`config.mk`:
```
export PLATFORM = sky130hd
export DESIGN_NAME = area_average_downsampler_flat
export DESIGN_NICKNAME = d
export VERILOG_FILES = /design/src/rtl/aad_pkg.sv /design/src/rtl/aad_req_if.sv /design/src/rtl/aad_rsp_if.sv /design/src/rtl/area_average_downsampler.sv /design/src/rtl/aad_cmd_fifo.sv /design/src/rtl/aad_front.sv /design/src/rtl/aad_back.sv /design/src/flat_wrapper.sv
export SDC_FILE = /design/constraint.sdc
export NUM_CORES = 2
export LEC_CHECK = 0
export ABC_AREA = 1
export BUFFER_PORTS_ARGS = -buffer_cell sky130_fd_sc_hd__buf_4
export CAP_MARGIN = 5
export CORE_UTILIZATION = 30
export CTS_CLUSTER_DIAMETER = 120
export DETAILED_ROUTE_END_ITERATION = 8
export GPL_TIMING_DRIVEN = 1
export PLACE_DENSITY = 0.42
export SYNTH_ARGS = -nofsm -noshare
export SYNTH_HDL_FRONTEND = slang
export SYNTH_HIERARCHICAL = 1
export SYNTH_SLANG_ARGS = --single-unit
```
`constraint.sdc`:
```
create_clock -name clock -period 7.6 [get_ports clock]
set_clock_uncertainty 0.15 [all_clocks]
set_input_delay 0.76 -clock clock [delete_from_list [all_inputs] [get_ports clock]]
set_output_delay 0.76 -clock clock [all_outputs]
set_load 0.01 [all_outputs]
```
`src/rtl/aad_pkg.sv`:
```
// Shared types and constants of the area-average downsampler.
`default_nettype none
package aad_pkg;

   localparam int SAMPLE_BITS = 16;
   localparam int LEN_BITS    = 13;
   localparam int POS_BITS    = 12;
   localparam int ACC_BITS    = 28;
   localparam int RECIP_BITS  = 33;
   localparam int CSR_IDX_BITS = 2;

   localparam logic [LEN_BITS-1:0] MAX_LEN = 13'd4096;
   localparam logic [LEN_BITS-1:0] MIN_LEN = 13'd1;

   // register indexes on the csr port
   localparam logic [CSR_IDX_BITS-1:0] CSR_IN_LEN  = 2'd0;
   localparam logic [CSR_IDX_BITS-1:0] CSR_OUT_LEN = 2'd1;
   localparam logic [CSR_IDX_BITS-1:0] CSR_RECIP   = 2'd2;

   // effective lengths seen by the front end
   typedef struct packed {
      logic [LEN_BITS-1:0] n_in;
      logic [LEN_BITS-1:0] n_out;
      logic                restart;
   } aad_cfg_type;

   // one classified request, front to back
   typedef struct packed {
      logic [SAMPLE_BITS-1:0] sample;
      logic [LEN_BITS-1:0]    weight_a;  // overlap with the current output span
      logic [LEN_BITS-1:0]    weight_b;  // overlap carried into the next span
      logic                   emit;
      logic [POS_BITS-1:0]    out_index;
      logic                   last;
   } aad_cmd_type;

endpackage
`default_nettype wire

```
`src/rtl/aad_req_if.sv`:
```
// Request channel: one input sample per transfer.
`default_nettype none
interface aad_req_if;
   import aad_pkg::*;
   logic                   valid;
   logic                   ready;
   logic [SAMPLE_BITS-1:0] sample;

   modport source  (output valid, output sample, input ready);
   modport sink    (input valid, input sample, output ready);
   modport monitor (input valid, input sample, input ready);
endinterface
`default_nettype wire

```
`src/rtl/aad_rsp_if.sv`:
```
// Result channel: one averaged output pixel per transfer.
`default_nettype none
interface aad_rsp_if;
   import aad_pkg::*;
   logic                   valid;
   logic                   ready;
   logic [SAMPLE_BITS-1:0] out_value;
   logic [POS_BITS-1:0]    out_index;
   logic                   last;

   modport source  (output valid, output out_value, output out_index, output last,
                    input ready);
   modport sink    (input valid, input out_value, input out_index, input last,
                    output ready);
   modport monitor (input valid, input out_value, input out_index, input last,
                    input ready);
endinterface
`default_nettype wire

```
`src/rtl/area_average_downsampler.sv`:
```
// Top level of the area-average downsampler.
// A column of in_len unsigned 16-bit samples arrives on req_chan, one per
// request, and out_len area-averaged pixels leave on rsp_chan, each with its
// index in the column and a last flag on the final one. Input sample k spans
// [k*out_len, (k+1)*out_len) and output j spans [j*in_len, (j+1)*in_len);
// each output is the overlap-weighted sum times recip (round(2^32/in_len)),
// rounded to nearest and saturated to 16 bits. in_len is clamped to
// [1, 4096] and out_len to [1, in_len]. Writing in_len or out_len starts a
// new column; recip may be rewritten freely. Write registers only while the
// block is idle. The front end accepts one request per cycle while its
// four-entry command queue has room. The back-end sequencer steps a sample
// that closes no output through pop, weight multiply and accumulate, and one
// that closes an output also through the scale multiply and the round stage,
// where it waits while the result register still holds an untaken result; it
// pops no new sample until it is through with the last. The result register
// lets the next sample proceed while a result waits. No clearing pass follows reset.
`default_nettype none
module area_average_downsampler
   import aad_pkg::*;
(
   input  wire logic                    clock,
   input  wire logic                    reset,
   input  wire logic                    csr_we,
   input  wire logic [CSR_IDX_BITS-1:0] csr_index,
   input  wire logic [RECIP_BITS-1:0]   csr_wdata,
   aad_req_if.sink                      req_chan,
   aad_rsp_if.source                    rsp_chan
);
   logic [LEN_BITS-1:0]   in_len_ff, in_len_in;
   logic [LEN_BITS-1:0]   out_len_ff, out_len_in;
   logic [RECIP_BITS-1:0] recip_ff, recip_in;

   aad_cfg_type cfg;
   aad_cmd_type push_cmd;
   aad_cmd_type pop_cmd;
   logic        cfg_restart;
   logic        push;
   logic        pop;
   logic        fifo_full;
   logic        fifo_empty;

   // register writes; a length write abandons the column
   always_comb begin
      in_len_in   = in_len_ff;
      out_len_in  = out_len_ff;
      recip_in    = recip_ff;
      cfg_restart = 1'b0;
      if (csr_we) begin
         case (csr_index)
            CSR_IN_LEN: begin
               in_len_in   = csr_wdata[LEN_BITS-1:0];
               cfg_restart = 1'b1;
            end
            CSR_OUT_LEN: begin
               out_len_in  = csr_wdata[LEN_BITS-1:0];
               cfg_restart = 1'b1;
            end
            CSR_RECIP: begin
               recip_in = csr_wdata;
            end
            default: begin
               cfg_restart = 1'b0;
            end
         endcase
      end
   end

   // effective lengths
   always_comb begin
      cfg.restart = cfg_restart;
      if (in_len_ff < MIN_LEN) begin
         cfg.n_in = MIN_LEN;
      end else if (in_len_ff > MAX_LEN) begin
         cfg.n_in = MAX_LEN;
      end else begin
         cfg.n_in = in_len_ff;
      end
      if (out_len_ff < MIN_LEN) begin
         cfg.n_out = MIN_LEN;
      end else if (out_len_ff > cfg.n_in) begin
         cfg.n_out = cfg.n_in;
      end else begin
         cfg.n_out = out_len_ff;
      end
   end

   always_ff @(posedge clock) begin
      if (reset) begin
         in_len_ff  <= MIN_LEN;
         out_len_ff <= MIN_LEN;
         recip_ff   <= {1'b1, {(RECIP_BITS-1){1'b0}}};
      end else begin
         in_len_ff  <= in_len_in;
         out_len_ff <= out_len_in;
         recip_ff   <= recip_in;
      end
   end

   aad_front u_front (
      .clock     (clock),
      .reset     (reset),
      .cfg       (cfg),
      .req_chan  (req_chan),
      .fifo_full (fifo_full),
      .push      (push),
      .cmd       (push_cmd)
   );

   aad_cmd_fifo u_fifo (
      .clock     (clock),
      .reset     (reset),
      .push      (push),
      .push_data (push_cmd),
      .full      (fifo_full),
      .pop       (pop),
      .pop_data  (pop_cmd),
      .empty     (fifo_empty)
   );

   aad_back u_back (
      .clock    (clock),
      .reset    (reset),
      .restart  (cfg.restart),
      .recip    (recip_ff),
      .empty    (fifo_empty),
      .pop_data (pop_cmd),
      .pop      (pop),
      .rsp_chan (rsp_chan)
   );
endmodule
`default_nettype wire

```
`src/rtl/aad_cmd_fifo.sv`:
```
// Four-entry command queue between front and back end.
`default_nettype none
module aad_cmd_fifo
   import aad_pkg::*;
(
   input  wire logic        clock,
   input  wire logic        reset,
   input  wire logic        push,
   input  wire aad_cmd_type push_data,
   output logic             full,
   input  wire logic        pop,
   output aad_cmd_type      pop_data,
   output logic             empty
);
   localparam int DEPTH = 4;
   localparam int PTR_BITS = $clog2(DEPTH);

   aad_cmd_type             entry_ff [DEPTH];
   logic [PTR_BITS-1:0]     wr_ptr_ff, wr_ptr_in;
   logic [PTR_BITS-1:0]     rd_ptr_ff, rd_ptr_in;
   logic [PTR_BITS:0]       count_ff, count_in;

   always_comb begin
      wr_ptr_in = wr_ptr_ff;
      rd_ptr_in = rd_ptr_ff;
      count_in  = count_ff;
      if (push) begin
         wr_ptr_in = wr_ptr_ff + 1'b1;
      end
      if (pop) begin
         rd_ptr_in = rd_ptr_ff + 1'b1;
      end
      if (push && !pop) begin
         count_in = count_ff + 1'b1;
      end else if (pop && !push) begin
         count_in = count_ff - 1'b1;
      end
   end

   always_ff @(posedge clock) begin
      if (reset) begin
         wr_ptr_ff <= '0;
         rd_ptr_ff <= '0;
         count_ff  <= '0;
      end else begin
         wr_ptr_ff <= wr_ptr_in;
         rd_ptr_ff <= rd_ptr_in;
         count_ff  <= count_in;
      end
   end

   always_ff @(posedge clock) begin
      if (push) begin
         entry_ff[wr_ptr_ff] <= push_data;
      end
   end

   assign pop_data = entry_ff[rd_ptr_ff];
   assign full     = (count_ff == (PTR_BITS+1)'(DEPTH));
   assign empty    = (count_ff == '0);
endmodule
`default_nettype wire

```
`src/rtl/aad_front.sv`:
```
// Front end: takes samples, tracks span boundaries, queues weighted commands.
`default_nettype none
module aad_front
   import aad_pkg::*;
(
   input  wire logic        clock,
   input  wire logic        reset,
   input  wire aad_cfg_type cfg,
   aad_req_if.sink          req_chan,
   input  wire logic        fifo_full,
   output logic             push,
   output aad_cmd_type      cmd
);
   logic [LEN_BITS-1:0] bound_ff, bound_in;   // room left in the output span, 0 = fresh
   logic [POS_BITS-1:0] in_pos_ff, in_pos_in;
   logic [POS_BITS-1:0] out_pos_ff, out_pos_in;

   logic [LEN_BITS-1:0] bound_fix;
   logic [LEN_BITS-1:0] rem;
   logic [LEN_BITS-1:0] in_next;
   logic [LEN_BITS-1:0] out_next;
   logic                close;
   logic                col_end;

   assign req_chan.ready = !fifo_full;
   assign push = req_chan.valid && req_chan.ready;

   always_comb begin
      bound_fix = (bound_ff == '0 || bound_ff > cfg.n_in) ? cfg.n_in : bound_ff;
      close     = (cfg.n_out >= bound_fix);
      rem       = cfg.n_out - bound_fix;
      in_next   = {1'b0, in_pos_ff} + 1'b1;
      out_next  = {1'b0, out_pos_ff} + 1'b1;
      col_end   = (in_next >= cfg.n_in);

      cmd.sample    = req_chan.sample;
      cmd.weight_a  = close ? bound_fix : cfg.n_out;
      cmd.weight_b  = (close && !col_end) ? rem : '0;
      cmd.emit      = close;
      cmd.out_index = out_pos_ff;
      cmd.last      = (out_next >= cfg.n_out);

      bound_in   = bound_ff;
      in_pos_in  = in_pos_ff;
      out_pos_in = out_pos_ff;
      if (cfg.restart) begin
         bound_in   = '0;
         in_pos_in  = '0;
         out_pos_in = '0;
      end else if (push) begin
         if (col_end) begin
            bound_in   = '0;
            in_pos_in  = '0;
            out_pos_in = '0;
         end else begin
            in_pos_in = in_next[POS_BITS-1:0];
            if (close) begin
               bound_in   = cfg.n_in - rem;
               out_pos_in = out_next[POS_BITS-1:0];
            end else begin
               bound_in = bound_fix - cfg.n_out;
            end
         end
      end
   end

   always_ff @(posedge clock) begin
      if (reset) begin
         bound_ff   <= '0;
         in_pos_ff  <= '0;
         out_pos_ff <= '0;
      end else begin
         bound_ff   <= bound_in;
         in_pos_ff  <= in_pos_in;
         out_pos_ff <= out_pos_in;
      end
   end
endmodule
`default_nettype wire

```
`src/rtl/aad_back.sv`:
```
// Back end: weights and accumulates samples, scales closed spans, holds the result.
`default_nettype none
module aad_back
   import aad_pkg::*;
(
   input  wire logic                  clock,
   input  wire logic                  reset,
   input  wire logic                  restart,
   input  wire logic [RECIP_BITS-1:0] recip,
   input  wire logic                  empty,
   input  wire aad_cmd_type           pop_data,
   output logic                       pop,
   aad_rsp_if.source                  rsp_chan
);
   localparam int PROD_BITS  = ACC_BITS + RECIP_BITS - 1;   // sum times low recip bits
   localparam int TOTAL_BITS = PROD_BITS + 2;
   localparam int FRAC_BITS  = RECIP_BITS - 1;
   localparam int VAL_BITS   = TOTAL_BITS - FRAC_BITS;

   localparam logic [2:0] ST_IDLE  = 3'd0;
   localparam logic [2:0] ST_MUL   = 3'd1;
   localparam logic [2:0] ST_ACC   = 3'd2;
   localparam logic [2:0] ST_SCALE = 3'd3;
   localparam logic [2:0] ST_ROUND = 3'd4;

   logic [2:0]             state_ff, state_in;
   aad_cmd_type            cmd_ff, cmd_in;
   logic [ACC_BITS-1:0]    part_a_ff, part_a_in;
   logic [ACC_BITS-1:0]    part_b_ff, part_b_in;
   logic [ACC_BITS-1:0]    acc_ff, acc_in;
   logic [ACC_BITS-1:0]    sum_ff, sum_in;
   logic [PROD_BITS-1:0]   prod_ff, prod_in;
   logic                   rsp_valid_ff, rsp_valid_in;
   logic [SAMPLE_BITS-1:0] out_value_ff, out_value_in;
   logic [POS_BITS-1:0]    out_index_ff, out_index_in;
   logic                   last_ff, last_in;

   logic [ACC_BITS-1:0]    acc_sum;
   logic [TOTAL_BITS-1:0]  total;
   logic [VAL_BITS-1:0]    scaled;
   logic                   out_free;

   assign out_free = !rsp_valid_ff || rsp_chan.ready;
   assign pop      = (state_ff == ST_IDLE) && !empty;

   always_comb begin
      state_in     = state_ff;
      cmd_in       = cmd_ff;
      part_a_in    = part_a_ff;
      part_b_in    = part_b_ff;
      acc_in       = acc_ff;
      sum_in       = sum_ff;
      prod_in      = prod_ff;
      rsp_valid_in = rsp_valid_ff && !rsp_chan.ready;
      out_value_in = out_value_ff;
      out_index_in = out_index_ff;
      last_in      = last_ff;

      acc_sum = acc_ff + part_a_ff;
      total   = TOTAL_BITS'(prod_ff)
              + (recip[RECIP_BITS-1] ? (TOTAL_BITS'(sum_ff) << FRAC_BITS) : '0)
              + (TOTAL_BITS'(1) << (FRAC_BITS - 1));
      scaled  = total[TOTAL_BITS-1:FRAC_BITS];

      case (state_ff)
         ST_IDLE: begin
            if (pop) begin
               cmd_in   = pop_data;
               state_in = ST_MUL;
            end
         end
         ST_MUL: begin
            part_a_in = ACC_BITS'(cmd_ff.sample * cmd_ff.weight_a);
            part_b_in = ACC_BITS'(cmd_ff.sample * cmd_ff.weight_b);
            state_in  = ST_ACC;
         end
         ST_ACC: begin
            if (cmd_ff.emit) begin
               sum_in   = acc_sum;
               acc_in   = part_b_ff;
               state_in = ST_SCALE;
            end else begin
               acc_in   = acc_sum;
               state_in = ST_IDLE;
            end
         end
         ST_SCALE: begin
            prod_in  = sum_ff * recip[RECIP_BITS-2:0];
            state_in = ST_ROUND;
         end
         ST_ROUND: begin
            if (out_free) begin
               rsp_valid_in = 1'b1;
               out_value_in = (scaled > VAL_BITS'({SAMPLE_BITS{1'b1}}))
                            ? {SAMPLE_BITS{1'b1}} : scaled[SAMPLE_BITS-1:0];
               out_index_in = cmd_ff.out_index;
               last_in      = cmd_ff.last;
               state_in     = ST_IDLE;
            end
         end
         default: begin
            state_in = ST_IDLE;
         end
      endcase

      if (restart) begin
         acc_in = '0;
      end
   end

   always_ff @(posedge clock) begin
      if (reset) begin
         state_ff     <= ST_IDLE;
         acc_ff       <= '0;
         rsp_valid_ff <= 1'b0;
      end else begin
         state_ff     <= state_in;
         acc_ff       <= acc_in;
         rsp_valid_ff <= rsp_valid_in;
      end
   end

   always_ff @(posedge clock) begin
      cmd_ff       <= cmd_in;
      part_a_ff    <= part_a_in;
      part_b_ff    <= part_b_in;
      sum_ff       <= sum_in;
      prod_ff      <= prod_in;
      out_value_ff <= out_value_in;
      out_index_ff <= out_index_in;
      last_ff      <= last_in;
   end

   assign rsp_chan.valid     = rsp_valid_ff;
   assign rsp_chan.out_value = out_value_ff;
   assign rsp_chan.out_index = out_index_ff;
   assign rsp_chan.last      = last_ff;
endmodule
`default_nettype wire

```
`src/flat_wrapper.sv`:
```
// flat-port wrapper written by rule: the top's interface ports become plain ports
module area_average_downsampler_flat import aad_pkg::*;
  (clock, reset, csr_we, csr_index, csr_wdata, req_chan_valid, req_chan_sample, req_chan_ready, rsp_chan_valid, rsp_chan_out_value, rsp_chan_out_index, rsp_chan_last, rsp_chan_ready);
  aad_req_if req_chan_i ();
  aad_rsp_if rsp_chan_i ();
  input  wire logic clock;
  input  wire logic reset;
  input  wire logic csr_we;
  input  wire logic [CSR_IDX_BITS-1:0] csr_index;
  input  wire logic [RECIP_BITS-1:0] csr_wdata;
  input wire logic [$bits(req_chan_i.valid)-1:0] req_chan_valid;
  input wire logic [$bits(req_chan_i.sample)-1:0] req_chan_sample;
  output wire logic [$bits(req_chan_i.ready)-1:0] req_chan_ready;
  output wire logic [$bits(rsp_chan_i.valid)-1:0] rsp_chan_valid;
  output wire logic [$bits(rsp_chan_i.out_value)-1:0] rsp_chan_out_value;
  output wire logic [$bits(rsp_chan_i.out_index)-1:0] rsp_chan_out_index;
  output wire logic [$bits(rsp_chan_i.last)-1:0] rsp_chan_last;
  input wire logic [$bits(rsp_chan_i.ready)-1:0] rsp_chan_ready;
  assign req_chan_i.valid = req_chan_valid;
  assign req_chan_i.sample = req_chan_sample;
  assign req_chan_ready = req_chan_i.ready;
  assign rsp_chan_valid = rsp_chan_i.valid;
  assign rsp_chan_out_value = rsp_chan_i.out_value;
  assign rsp_chan_out_index = rsp_chan_i.out_index;
  assign rsp_chan_last = rsp_chan_i.last;
  assign rsp_chan_i.ready = rsp_chan_ready;
  area_average_downsampler u_core (.clock(clock), .reset(reset), .csr_we(csr_we), .csr_index(csr_index), .csr_wdata(csr_wdata), .req_chan(req_chan_i), .rsp_chan(rsp_chan_i));
endmodule
```
==> results.yml <==
run_status:
  run_status: "finished clean"
sta:
  fmax_mhz: 136
  period_share: 0.966
  finalSetupTns_ns: 0
  finalCriticalPeriod_ns: 7.34
  rsz0062_at_grt: "no"
  hold_viol_final: 0
  fin_hold_ws_ns: 0.113
  setup_viol: 0
  drv_slew: 0
  tightest_slew_ns: 1.12
  timing.slew.headroom: 0.247
floorplanning:
  die-area_um2: 244000
  fp.dieH_um: 494
  io_pins: 87
  fp-row-count: 180
  start_util: 0.302
  die_w_um: 494
  fp.coreArea_um2: 241000
placed_design:
  gp_congestion: 0.911
  dpl_cell_area_um2: 76700
  port_buffers: 86
  dp_hpwl_um: 179000
worst_setup_path:
  ff2ff_setup_slack_ns: 0.26
  cp.required_ns: 7.87
  arrival_ns: 7.61
  worstPathMaxFanout: 16
  crit_path_start_kind: "register"
  setup.worst_path.class: "reg2reg"
  endpoint_kind: "register"
synthesis:
  synth_area_leaders: "fa_1 30%, edfxtp_1 17%, inv_1 12%"
  synth_top_family_by_area: "adder cells"
  synthXorXnorAreaFrac: 0.0177
  ys_warn_count: 6
  syn_avg_cell_area_um2: 8.16
  synth-simple-area-share: 0.175
  synth_top_area_frac: 0.300
  synthCells: 8902
  synth-compound-area-share: 0.0630
  synth_top_area_cell: "fa_1"
  synth_most_common_cell: "inv_1"
  synth_ff_type: "edfxtp_1"
  synthAdderAreaFrac: 0.387
  yosys.cell_types.count: 64
  synth.mux.area_fraction: 0.000138
  yosys-top-cells-count: "2275 x inv_1, 2239 x nand2_1, 1089 x fa_1"
  synthArstFlopShare: 0
  syn_nets: 10600
  ys_seq_area_frac: 0.212
  ys_seq_elements: 559
  syn_area_um2: 72600
  synth_edf_count: 422
drt:
  dr_wl_met2_um: 113000
  firstDrtPassIters: 6
  drc: 0
  vias: 54700
  wirelength_um: 226000
  ant_nets: 0
  wl_met1_um: 101000
  wl_per_cell_um: 18.8
  viasPerCell: 4.55
  wl_met3_um: 7720
  highest_layer: "met4"
  first_iter_violations: 3004
grt:
  grt_overflow: 0
  antenna_found_initial: 2
  grt_pass1_wl_um: 353000
  grt_usage: 0.188
  grt_pass1_vias: 58800
  grt_max_degree: 87
min_path:
  hold_class: "in2reg"
cts:
  cts_tree: "done"
  cts.clk_slew.worst_paths_ns: 0.06
  clk_latency_ns: 0.70
  cts-htree-levels: 3
  cts_root_buf: "clkbuf_16"
  cts_buffer_depth: 3
  cts_sinks: 559
  cts_buffers: 73
layout:
  fin_area_um2: 79300
  synthToLayoutAreaGrowth_pct: 9.26
  nNetsFinal: 10400
  drive_gt1_frac: 0.0593
  diodes: 0
  n_fill_cell: 25500
run:
  maxCapViolCount: 0
==> registers in the layout, summed over array words and instances, names as in the netlist, 28 cells and up, named ones only <==
signal and flops:
u_core/u_fifo/entry_ff 224, u_core/u_back/cmd_ff 56, u_core/recip_ff 33, u_core/u_back/prod_ff 29, u_core/u_back/acc_ff 28, u_core/u_back/part_a_ff 28, u_core/u_back/part_b_ff 28, u_core/u_back/sum_ff 28
==> layout make-up <==
class                   instances  area [um2]  area share
multi-input cells            5633       46700       0.589
clock buffers                  96        1990      0.0250
inverters                    2293        8610       0.109
flip-flops and latches        559       15400       0.194
repair buffers                238        2120      0.0267
well taps                    3185        3990      0.0502
clock inverters                38         480     0.00606
==> worst max-delay path: stages, from the launching register on <==
cell	delay, ns
edfxtp_1	0.84
buf_4	0.35
nand2_1	0.11
fa_1	0.54
inv_1	0.06
fa_1	0.42
fa_1	0.49
inv_1	0.05
fa_1	0.60
fa_1	0.47
fa_1	0.42
fa_1	0.52
inv_1	0.04
ha_1	0.41
a21oi_1	0.24
inv_1	0.07
a31oi_1	0.43
o21ai_0	0.21
a21oi_1	0.17
nand3_1	0.26
xor2_1	0.22
==> placed cells by master (no fill, tap or decap), types with 28 or more instances in the layout <==
cell	Yosys	layout
nor2_4	29	31
nand2_2	28	28
buf_4	23	211
o21ai_0	265	265
nor3_1	39	38
nand3_1	174	174
dfxtp_1	137	133
o21ai_1	35	35
inv_1	2275	2271
xnor2_1	46	46
nand2_1	2239	2239
ha_1	503	503
a21oi_1	309	308
xor2_1	101	101
nor2_1	454	453
nand4_1	34	34
edfxtp_1	422	422
fa_1	1089	1089
clkbuf_16	0	75
o22ai_1	30	30
==> path summary, 6_finish.rpt <==
path                                                         start  cells after the start                                             to
worst max register to register  u_core/u_back/sum_ff[19]$_DFFE_PP_                     20            u_core/u_back/prod_ff[47]$_DFFE_PP_
worst max-delay path            u_core/u_back/sum_ff[19]$_DFFE_PP_                     20            u_core/u_back/prod_ff[47]$_DFFE_PP_
worst min register to register   u_core/u_back/cmd_ff[6]$_DFFE_PP_                      0  u_core/u_back/rsp_chan.out_index[5]$_DFFE_PP_
worst min-delay path                            req_chan_sample[7]                      1        u_core/u_fifo/entry_ff[3][47]$_DFFE_PP_
==> per-layer routing <==
layer	vias up	track usage
li1	26200	-
met1	27400	0.247
met2	950	0.334
met3	198	0.0166
met4	0	0.0399
met5	-	0
==> timing repair <==
action	4_1_cts	5_1_grt
endpoints found under the setup margin	0	7
hold buffers	0	0
buffers inserted	0	14
gates resized for setup	0	2
==> stage by stage <==
step | utilization | instances | setup slack [ns]
finish | 0.330 | 12000 | 0.259
floorplan | - | 8902 | 1.22
global route | 0.330 | 12000 | 0.00758
CTS | 0.329 | 12000 | 0.155
global placement | 0.319 | 11900 | 0.116
detailed placement | 0.319 | 11900 | 0.171
==> cell families after synthesis <==
| logic type | count (synthesis) |
|---|---|
| multiplexers | 1 |
| AO/OA/AOI/OAI | 797 |
| buffers and inverters | 2710 |
| flip-flops | 559 |
| adder cells (fa/ha/maj) | 1592 |
| XOR/XNOR | 147 |
| AND/OR/NAND/NOR | 3096 |
Power is not shown: default switching activity piles up to over one toggle a cycle in this logic, so the estimate is an artifact.
